--- src/rtl/sit_pkg.sv ---
// ----------------------------------------------------------------------------
// sit_pkg
// Shared command and status codes for the sorted insertion table.
// ----------------------------------------------------------------------------
package sit_pkg;

   // Command selector carried on the request tuser
   localparam int CMD_W = 2;
   localparam logic [CMD_W-1:0] CMD_INSERT = 2'd0;
   localparam logic [CMD_W-1:0] CMD_READ   = 2'd1;
   localparam logic [CMD_W-1:0] CMD_CLEAR  = 2'd2;

   // Result status carried on the response tuser
   localparam int STATUS_W = 2;
   localparam logic [STATUS_W-1:0] STATUS_OK      = 2'd0;
   localparam logic [STATUS_W-1:0] STATUS_FULL    = 2'd1;
   localparam logic [STATUS_W-1:0] STATUS_MISSING = 2'd2;

endpackage

--- src/rtl/sit_mem.sv ---
// ----------------------------------------------------------------------------
// sit_mem
// Entry storage: one write port, one read port, registered read data.
// ----------------------------------------------------------------------------
module sit_mem #(
   parameter int DEPTH  = 64,
   parameter int DATA_W = 32,
   localparam int ADDR_W = $clog2(DEPTH)
) (
   input  logic              clock,
   input  logic              wr_en,
   input  logic [ADDR_W-1:0] wr_addr,
   input  logic [DATA_W-1:0] wr_data,
   input  logic [ADDR_W-1:0] rd_addr,
   output logic [DATA_W-1:0] rd_data_ff
);

   logic [DATA_W-1:0] mem_ff [DEPTH];

   // Write port
   always_ff @(posedge clock) begin
      if (wr_en) begin
         mem_ff[wr_addr] <= wr_data;
      end
   end

   // Read port, data valid the cycle after the address
   always_ff @(posedge clock) begin
      rd_data_ff <= mem_ff[rd_addr];
   end

endmodule

--- src/rtl/sorted_insertion_table.sv ---
// Sorted insertion table: entries kept in ascending key order, stable on ties.
// Insert: every entry with a greater key moves up one place, one entry per cycle,
//   through the single memory read/write port pair; the new entry fills the gap.
// Read: the entry at the given rank is read from memory; clear, full insert and missing
// read need no memory access. One request at a time; accepted while the last response waits.
// Synchronous active-high reset empties the table; entry contents are not cleared.
// ----------------------------------------------------------------------------
// sorted_insertion_table
// Stable sorted table with insert, read-by-rank and clear requests, driven by
// a small sequencer around one memory and one key comparator.
// ----------------------------------------------------------------------------
module sorted_insertion_table #(
   parameter int CAPACITY  = 64,
   parameter int KEY_WIDTH = 16,
   parameter int TAG_WIDTH = 16,
   localparam int RANK_W     = $clog2(CAPACITY),
   localparam int CNT_W      = $clog2(CAPACITY + 1),
   localparam int REQ_BITS   = KEY_WIDTH + TAG_WIDTH + RANK_W,
   localparam int REQ_DATA_W = ((REQ_BITS + 7) / 8) * 8,
   localparam int RSP_BITS   = KEY_WIDTH + TAG_WIDTH + CNT_W,
   localparam int RSP_DATA_W = ((RSP_BITS + 7) / 8) * 8
) (
   input  logic                          clock,
   input  logic                          reset,
   // request channel
   input  logic                          req_tvalid,
   output logic                          req_tready,
   input  logic [REQ_DATA_W-1:0]         req_tdata,  // key_in, tag_in, rank
   input  logic [sit_pkg::CMD_W-1:0]     req_tuser,  // command
   // response channel
   output logic                          rsp_tvalid,
   input  logic                          rsp_tready,
   output logic [RSP_DATA_W-1:0]         rsp_tdata,  // key_out, tag_out, count
   output logic [sit_pkg::STATUS_W-1:0]  rsp_tuser   // status
);

   localparam int ADDR_W = RANK_W;
   localparam int ENTRY_W = KEY_WIDTH + TAG_WIDTH;

   typedef enum logic [2:0] {
      ST_IDLE,
      ST_SHIFT,
      ST_PLACE,
      ST_READ,
      ST_RESULT
   } state_type;

   state_type                     state_ff, state_in;
   logic [CNT_W-1:0]              count_ff, count_in;
   logic [CNT_W-1:0]              pos_ff, pos_in;
   logic [KEY_WIDTH-1:0]          key_ff, key_in;
   logic [TAG_WIDTH-1:0]          tag_ff, tag_in;
   logic [sit_pkg::STATUS_W-1:0]  res_status_ff, res_status_in;
   logic [KEY_WIDTH-1:0]          res_key_ff, res_key_in;
   logic [TAG_WIDTH-1:0]          res_tag_ff, res_tag_in;
   logic                          rsp_valid_ff, rsp_valid_in;
   logic [sit_pkg::STATUS_W-1:0]  rsp_status_ff, rsp_status_in;
   logic [KEY_WIDTH-1:0]          rsp_key_ff, rsp_key_in;
   logic [TAG_WIDTH-1:0]          rsp_tag_ff, rsp_tag_in;
   logic [CNT_W-1:0]              rsp_count_ff, rsp_count_in;

   logic                          mem_wr_en;
   logic [ADDR_W-1:0]             mem_wr_addr;
   logic [ENTRY_W-1:0]            mem_wr_data;
   logic [ADDR_W-1:0]             mem_rd_addr;
   logic [ENTRY_W-1:0]            mem_rd_data;

   logic [KEY_WIDTH-1:0]          req_key;
   logic [TAG_WIDTH-1:0]          req_tag;
   logic [RANK_W-1:0]             req_rank;
   logic                          req_fire;
   logic                          mem_key_greater;

   // Request unpacking
   assign req_key  = req_tdata[KEY_WIDTH-1:0];
   assign req_tag  = req_tdata[KEY_WIDTH +: TAG_WIDTH];
   assign req_rank = req_tdata[ENTRY_W +: RANK_W];
   assign req_fire = req_tvalid && req_tready;

   assign req_tready = (state_ff == ST_IDLE);

   // Single comparator: stored key against the key being inserted
   assign mem_key_greater = (mem_rd_data[KEY_WIDTH-1:0] > key_ff);

   sit_mem #(
      .DEPTH  (CAPACITY),
      .DATA_W (ENTRY_W)
   ) u_mem (
      .clock      (clock),
      .wr_en      (mem_wr_en),
      .wr_addr    (mem_wr_addr),
      .wr_data    (mem_wr_data),
      .rd_addr    (mem_rd_addr),
      .rd_data_ff (mem_rd_data)
   );

   // Sequencer next state and memory control
   always_comb begin
      state_in      = state_ff;
      count_in      = count_ff;
      pos_in        = pos_ff;
      key_in        = key_ff;
      tag_in        = tag_ff;
      res_status_in = res_status_ff;
      res_key_in    = res_key_ff;
      res_tag_in    = res_tag_ff;
      rsp_valid_in  = rsp_valid_ff && !rsp_tready;
      rsp_status_in = rsp_status_ff;
      rsp_key_in    = rsp_key_ff;
      rsp_tag_in    = rsp_tag_ff;
      rsp_count_in  = rsp_count_ff;
      mem_wr_en     = 1'b0;
      mem_wr_addr   = ADDR_W'(pos_ff);
      mem_wr_data   = {tag_ff, key_ff};
      mem_rd_addr   = ADDR_W'(pos_ff - CNT_W'(2));

      case (state_ff)
         ST_IDLE: begin
            if (req_tuser == sit_pkg::CMD_READ) begin
               mem_rd_addr = req_rank;
            end else begin
               mem_rd_addr = ADDR_W'(count_ff - CNT_W'(1));
            end
            if (req_fire) begin
               key_in        = req_key;
               tag_in        = req_tag;
               pos_in        = count_ff;
               res_status_in = sit_pkg::STATUS_OK;
               res_key_in    = '0;
               res_tag_in    = '0;
               state_in      = ST_RESULT;
               case (req_tuser)
                  sit_pkg::CMD_INSERT: begin
                     if (count_ff == CNT_W'(CAPACITY)) begin
                        res_status_in = sit_pkg::STATUS_FULL;
                     end else if (count_ff == '0) begin
                        state_in = ST_PLACE;
                     end else begin
                        state_in = ST_SHIFT;
                     end
                  end
                  sit_pkg::CMD_READ: begin
                     if (CNT_W'(req_rank) >= count_ff) begin
                        res_status_in = sit_pkg::STATUS_MISSING;
                     end else begin
                        state_in = ST_READ;
                     end
                  end
                  sit_pkg::CMD_CLEAR: begin
                     count_in = '0;
                  end
                  default: begin
                  end
               endcase
            end
         end

         // Move one greater entry up per cycle, next read issued; else place the new entry
         ST_SHIFT: begin
            mem_wr_en = 1'b1;
            if (mem_key_greater) begin
               mem_wr_data = mem_rd_data;
               pos_in      = pos_ff - CNT_W'(1);
               if (pos_ff == CNT_W'(1)) begin
                  state_in = ST_PLACE;
               end
            end else begin
               count_in = count_ff + CNT_W'(1);
               state_in = ST_RESULT;
            end
         end

         // New entry lands at the bottom of the table
         ST_PLACE: begin
            mem_wr_en = 1'b1;
            count_in  = count_ff + CNT_W'(1);
            state_in  = ST_RESULT;
         end

         ST_READ: begin
            res_key_in = mem_rd_data[KEY_WIDTH-1:0];
            res_tag_in = mem_rd_data[KEY_WIDTH +: TAG_WIDTH];
            state_in   = ST_RESULT;
         end

         // Hand result to the output register once it is free
         ST_RESULT: begin
            if (!rsp_valid_ff || rsp_tready) begin
               rsp_valid_in  = 1'b1;
               rsp_status_in = res_status_ff;
               rsp_key_in    = res_key_ff;
               rsp_tag_in    = res_tag_ff;
               rsp_count_in  = count_ff;
               state_in      = ST_IDLE;
            end
         end

         default: begin
            state_in = ST_IDLE;
         end
      endcase
   end

   // State and registered outputs
   always_ff @(posedge clock) begin
      if (reset) begin
         state_ff     <= ST_IDLE;
         count_ff     <= '0;
         rsp_valid_ff <= 1'b0;
      end else begin
         state_ff     <= state_in;
         count_ff     <= count_in;
         rsp_valid_ff <= rsp_valid_in;
      end
      pos_ff        <= pos_in;
      key_ff        <= key_in;
      tag_ff        <= tag_in;
      res_status_ff <= res_status_in;
      res_key_ff    <= res_key_in;
      res_tag_ff    <= res_tag_in;
      rsp_status_ff <= rsp_status_in;
      rsp_key_ff    <= rsp_key_in;
      rsp_tag_ff    <= rsp_tag_in;
      rsp_count_ff  <= rsp_count_in;
   end

   // Response packing
   always_comb begin
      rsp_tdata                              = '0;
      rsp_tdata[KEY_WIDTH-1:0]               = rsp_key_ff;
      rsp_tdata[KEY_WIDTH +: TAG_WIDTH]      = rsp_tag_ff;
      rsp_tdata[ENTRY_W +: CNT_W]            = rsp_count_ff;
   end

   assign rsp_tvalid = rsp_valid_ff;
   assign rsp_tuser  = rsp_status_ff;

endmodule
--- config.mk ---
export PLATFORM = sky130hd
export DESIGN_NAME = sorted_insertion_table
export DESIGN_NICKNAME = d
export VERILOG_FILES = /design/src/rtl/sit_pkg.sv /design/src/rtl/sit_mem.sv /design/src/rtl/sorted_insertion_table.sv
export SDC_FILE = /design/constraint.sdc
export NUM_CORES = 2
export LEC_CHECK = 0
export ABC_AREA = 1
export BUFFER_PORTS_ARGS = -buffer_cell sky130_fd_sc_hd__buf_4
export CAP_MARGIN = 20
export CORE_ASPECT_RATIO = 0.8
export CORE_UTILIZATION = 48
export DETAILED_ROUTE_END_ITERATION = 10
export MAX_ROUTING_LAYER = met4
export PLACE_DENSITY = 0.7
export SLEW_MARGIN = 5
export SYNTH_ARGS = -nofsm -noshare
export SYNTH_HDL_FRONTEND = slang
export SYNTH_SLANG_ARGS = --single-unit
--- constraint.sdc ---
create_clock -name clock -period 14.5 [get_ports clock]
set_input_delay 1.45 -clock clock [delete_from_list [all_inputs] [get_ports clock]]
set_output_delay 1.45 -clock clock [all_outputs]
set_load 0.02 [all_outputs]
==> results.md <==
- Post-route non-filler standard cell count: 12090
- Worst stage delay on the critical path: 790 ps
- Synthesized cell area: 0.09633 mm2
- Hold buffer count at CTS: 0
- Syn nets: 9391
- Setup Total Neg Slack: 0 ps
- Via count of the first global-routing pass: 61290
- Detailed-routing iteration count for the pre-antenna-repair pass: 7
- Worst skew pair latency: 850 ps
- DRC marker count from the first detailed-route iteration: 9019
- Storage cell area: 0.06578 mm2
- Hold Violations, Final: 0
- Setup repair after global routing missed its margin: no
- Layout cell share with drive strength beyond 1: 0.06336
- First-pass GRT wire length: 384300 um
- Number of buffers inserted during clock tree synthesis: 200
- Worst IR drop on VDD: 0.1425 mV
- Core Box Area: 0.1986 mm2
- Critical Setup Path Class: register to register
- Worst hold path class: register to register
- Final-report setup violation count: 0
- Multi-input combinational cell area: 0.02081 mm2
- Result of the run: finished, final reports clean
- Number of I/O port buffers: 86
- Vias post-DR: 65680
- Max Freq: 172.7 MHz
- Resized Gates After CTS: 0
- Vias per Instance: 5.431
- Reported max-cap violation count: 0
- Most frequent standard cell in the layout excluding fill and tap cells: sky130_fd_sc_hd__nand3_1
- Count of standard-cell rows: 146
- Final weighted congestion in routability-driven placement: 0.8667
- Total leakage power: 44.87 nW
- Worst Clk Skew: 32.97 ps
- Initial cell density of the core: 0.4851
- Area enclosed by the die boundary: 0.2025 mm2
- Sinks on the clock net: 2205
- Critical path's most frequent cell: sky130_fd_sc_hd__nand3_1
- Final Cell Area: 0.1060 mm2
- Yosys warnings: 0
- Proportion of synthesized chip area in sequential cells: 0.6829
- Req. time, crit path: 15230 ps
- Initial antenna violation count: 11
- Remaining routing DRC violations: 0
- Leading cell types in the layout, fill and taps excluded: sky130_fd_sc_hd__nand3_1, sky130_fd_sc_hd__edfxtp_1, sky130_fd_sc_hd__nand2_1
- Period utilization: 0.3994
- Post-route total power: 16.35 mW
- Largest fanout on the critical path: 67
- Total routing resource utilization after global routing: 0.2628
- CP top delay family: buffers and inverters
- Fraction of registers with async set or reset after synthesis: 0
- Wire per inst: 21.56 um
- Count of state elements after synthesis: 2205
- CTS Buffer Depth: 3
- Kind of start point of the critical path: register
- Number of buffers and inverters on the critical path: 4
- Antenna viol nets, final: 0
- Post-CTS Setup Bufs: 0
- Cell count after placement: 11720
- Number of enable flip-flop cells after synthesis: 2162
- Clock-pin slew on the worst setup and hold paths: 60 ps
- Max-slew headroom at the worst pin: 0.2199
- Nets: 9338
- Worst slack on hold paths: 425.0 ps
- Congestion Overflow GR: 0
- Final-report max-slew violation count: 0
- Post-route worst setup slack: 8709 ps
- Synth Flop Type: sky130_fd_sc_hd__edfxtp_1
- Count of filler cells inserted in the layout: 16410
- Layout Utilization: 0.5337
- Worst slack at placement: 8449 ps
- Crit. End Element: register
- Horizontal die dimension: 502.9 um
- Cell chain of the critical path: nor2_1, nand2_1, inv_2, nand2_1, nand2_8, buf_4, buf_4, buf_4, nand3_1, nand3_1, nand3_1, nand3_1, nand3_1, nand2_1
- Total power per unit cell area: 154.3 mW/mm2
- Mapped Avg Cell Area: 10.34 um2
- Routed Wire Length: 260800 um
- Vertical die dimension: 402.7 um
- CTS H-tree depth: 4
- Layout Area Growth over Synthesis: 10.01%
- Slew at the pin closest to its max-slew limit: 1170 ps
- Time the final worst path needs with I/O delays and setup: 5791 ps
- Arrival @ worst endpoint: 6520 ps
- Clock tree from TritonCTS: built
- CTS Root Cell: sky130_fd_sc_hd__clkbuf_16
- DP Area: 0.09959 mm2
- Sum of net half-perimeters after detailed placement: 138400 um
- Top-level I/O count: 90
- Cells after Synth: 9314
- Cell with the largest stage delay on the worst path: sky130_fd_sc_hd__buf_4
- Post-synth cell types: 34
- Largest net degree at the start of global routing: 202
[layer usage]
layer  vias up  share of wire  wire length, um  GRT usage
met1     31310           0.40           103900     0.3592
met5         -              0                0          -
met2      3819           0.45           116700     0.3897
li1      30030              -                -          -
met3       517           0.11            29610    0.04535
met4         0          0.041            10600     0.1077
[cells in the mapped netlist, types with 2 or more instances]
| library cell | count | area share |
|---|---|---|
| sky130_fd_sc_hd__nor3_2 | 2 | 0.00021 |
| sky130_fd_sc_hd__inv_1 | 2071 | 0.081 |
| sky130_fd_sc_hd__nand4_1 | 4 | 0.00026 |
| sky130_fd_sc_hd__inv_2 | 8 | 0.00031 |
| sky130_fd_sc_hd__buf_4 | 38 | 0.0030 |
| sky130_fd_sc_hd__buf_2 | 362 | 0.019 |
| sky130_fd_sc_hd__dfxtp_1 | 43 | 0.0089 |
| sky130_fd_sc_hd__buf_6 | 7 | 0.00082 |
| sky130_fd_sc_hd__nand2_2 | 5 | 0.00032 |
| sky130_fd_sc_hd__edfxtp_1 | 2162 | 0.67 |
| sky130_fd_sc_hd__a21oi_1 | 27 | 0.0014 |
| sky130_fd_sc_hd__clkbuf_1 | 63 | 0.0025 |
| sky130_fd_sc_hd__nand3_1 | 2166 | 0.11 |
| sky130_fd_sc_hd__nor3_1 | 11 | 0.00057 |
| sky130_fd_sc_hd__xor2_1 | 8 | 0.00073 |
| sky130_fd_sc_hd__nor2_1 | 77 | 0.0030 |
| sky130_fd_sc_hd__o21ai_0 | 50 | 0.0026 |
| sky130_fd_sc_hd__nand2_1 | 2148 | 0.084 |
| sky130_fd_sc_hd__o21ai_1 | 3 | 0.00016 |
| sky130_fd_sc_hd__ha_1 | 31 | 0.0040 |
| sky130_fd_sc_hd__buf_1 | 15 | 0.00058 |
[layout make-up]
cell class / instances / share of cell area
repair buffers: 230 / 0.01823
flip-flops and latches: 2205 / 0.6208
diodes: 7 / 0.0001653
inverters: 2080 / 0.07389
well taps: 2664 / 0.03146
clock inverters: 102 / 0.008029
clock buffers: 261 / 0.05104
multi-input cells: 4544 / 0.1964
[logic make-up (layout without fill, tap and decap cells)]
kind of cell / count (synthesis) / after routing / synth area share
simple gates: 4416 / 4416 / 0.2008
buf+inv: 2565 / 2673 / 0.1067
flops: 2205 / 2205 / 0.6829
compound gates: 88 / 88 / 0.004780
fa+ha+maj: 31 / 31 / 0.004027
xor+xnor: 8 / 8 / 0.0007274
other cells: 1 / 8 / 0.00003893
[flip-flops by register name (all words and copies together), names as in the netlist, 7 cells and up]
| signal | cells |
|---|---|
| res_key_ff | 16 |
| u_mem.rd_data_ff | 32 |
| u_mem.mem_ff | 2048 |
| key_ff | 16 |
| count_ff | 7 |
| rsp_tag_ff | 16 |
| rsp_key_ff | 16 |
| pos_ff | 7 |
| rsp_count_ff | 7 |
| tag_ff | 16 |
| res_tag_ff | 16 |
[path summary, 6_finish.rpt]
check	startpoint	endpoint	slack, ps	cells after the start
worst min register to register	res_tag_ff[9]	rsp_tag_ff[9]	420	0
worst max-delay path	state_ff[2]	u_mem.rd_data_ff[3]	8710	14
worst min-delay path	res_tag_ff[9]	rsp_tag_ff[9]	420	0
worst max register to register	state_ff[2]	u_mem.rd_data_ff[3]	8710	14
[power by group]
group / internal (mW) / switching (mW) / total, mW
logic: 0.955 / 2.93 / 3.89
clock network: 2.83 / 2.31 / 5.14
registers: 7.25 / 0.0672 / 7.32
(Power assumes the default switching activity.)
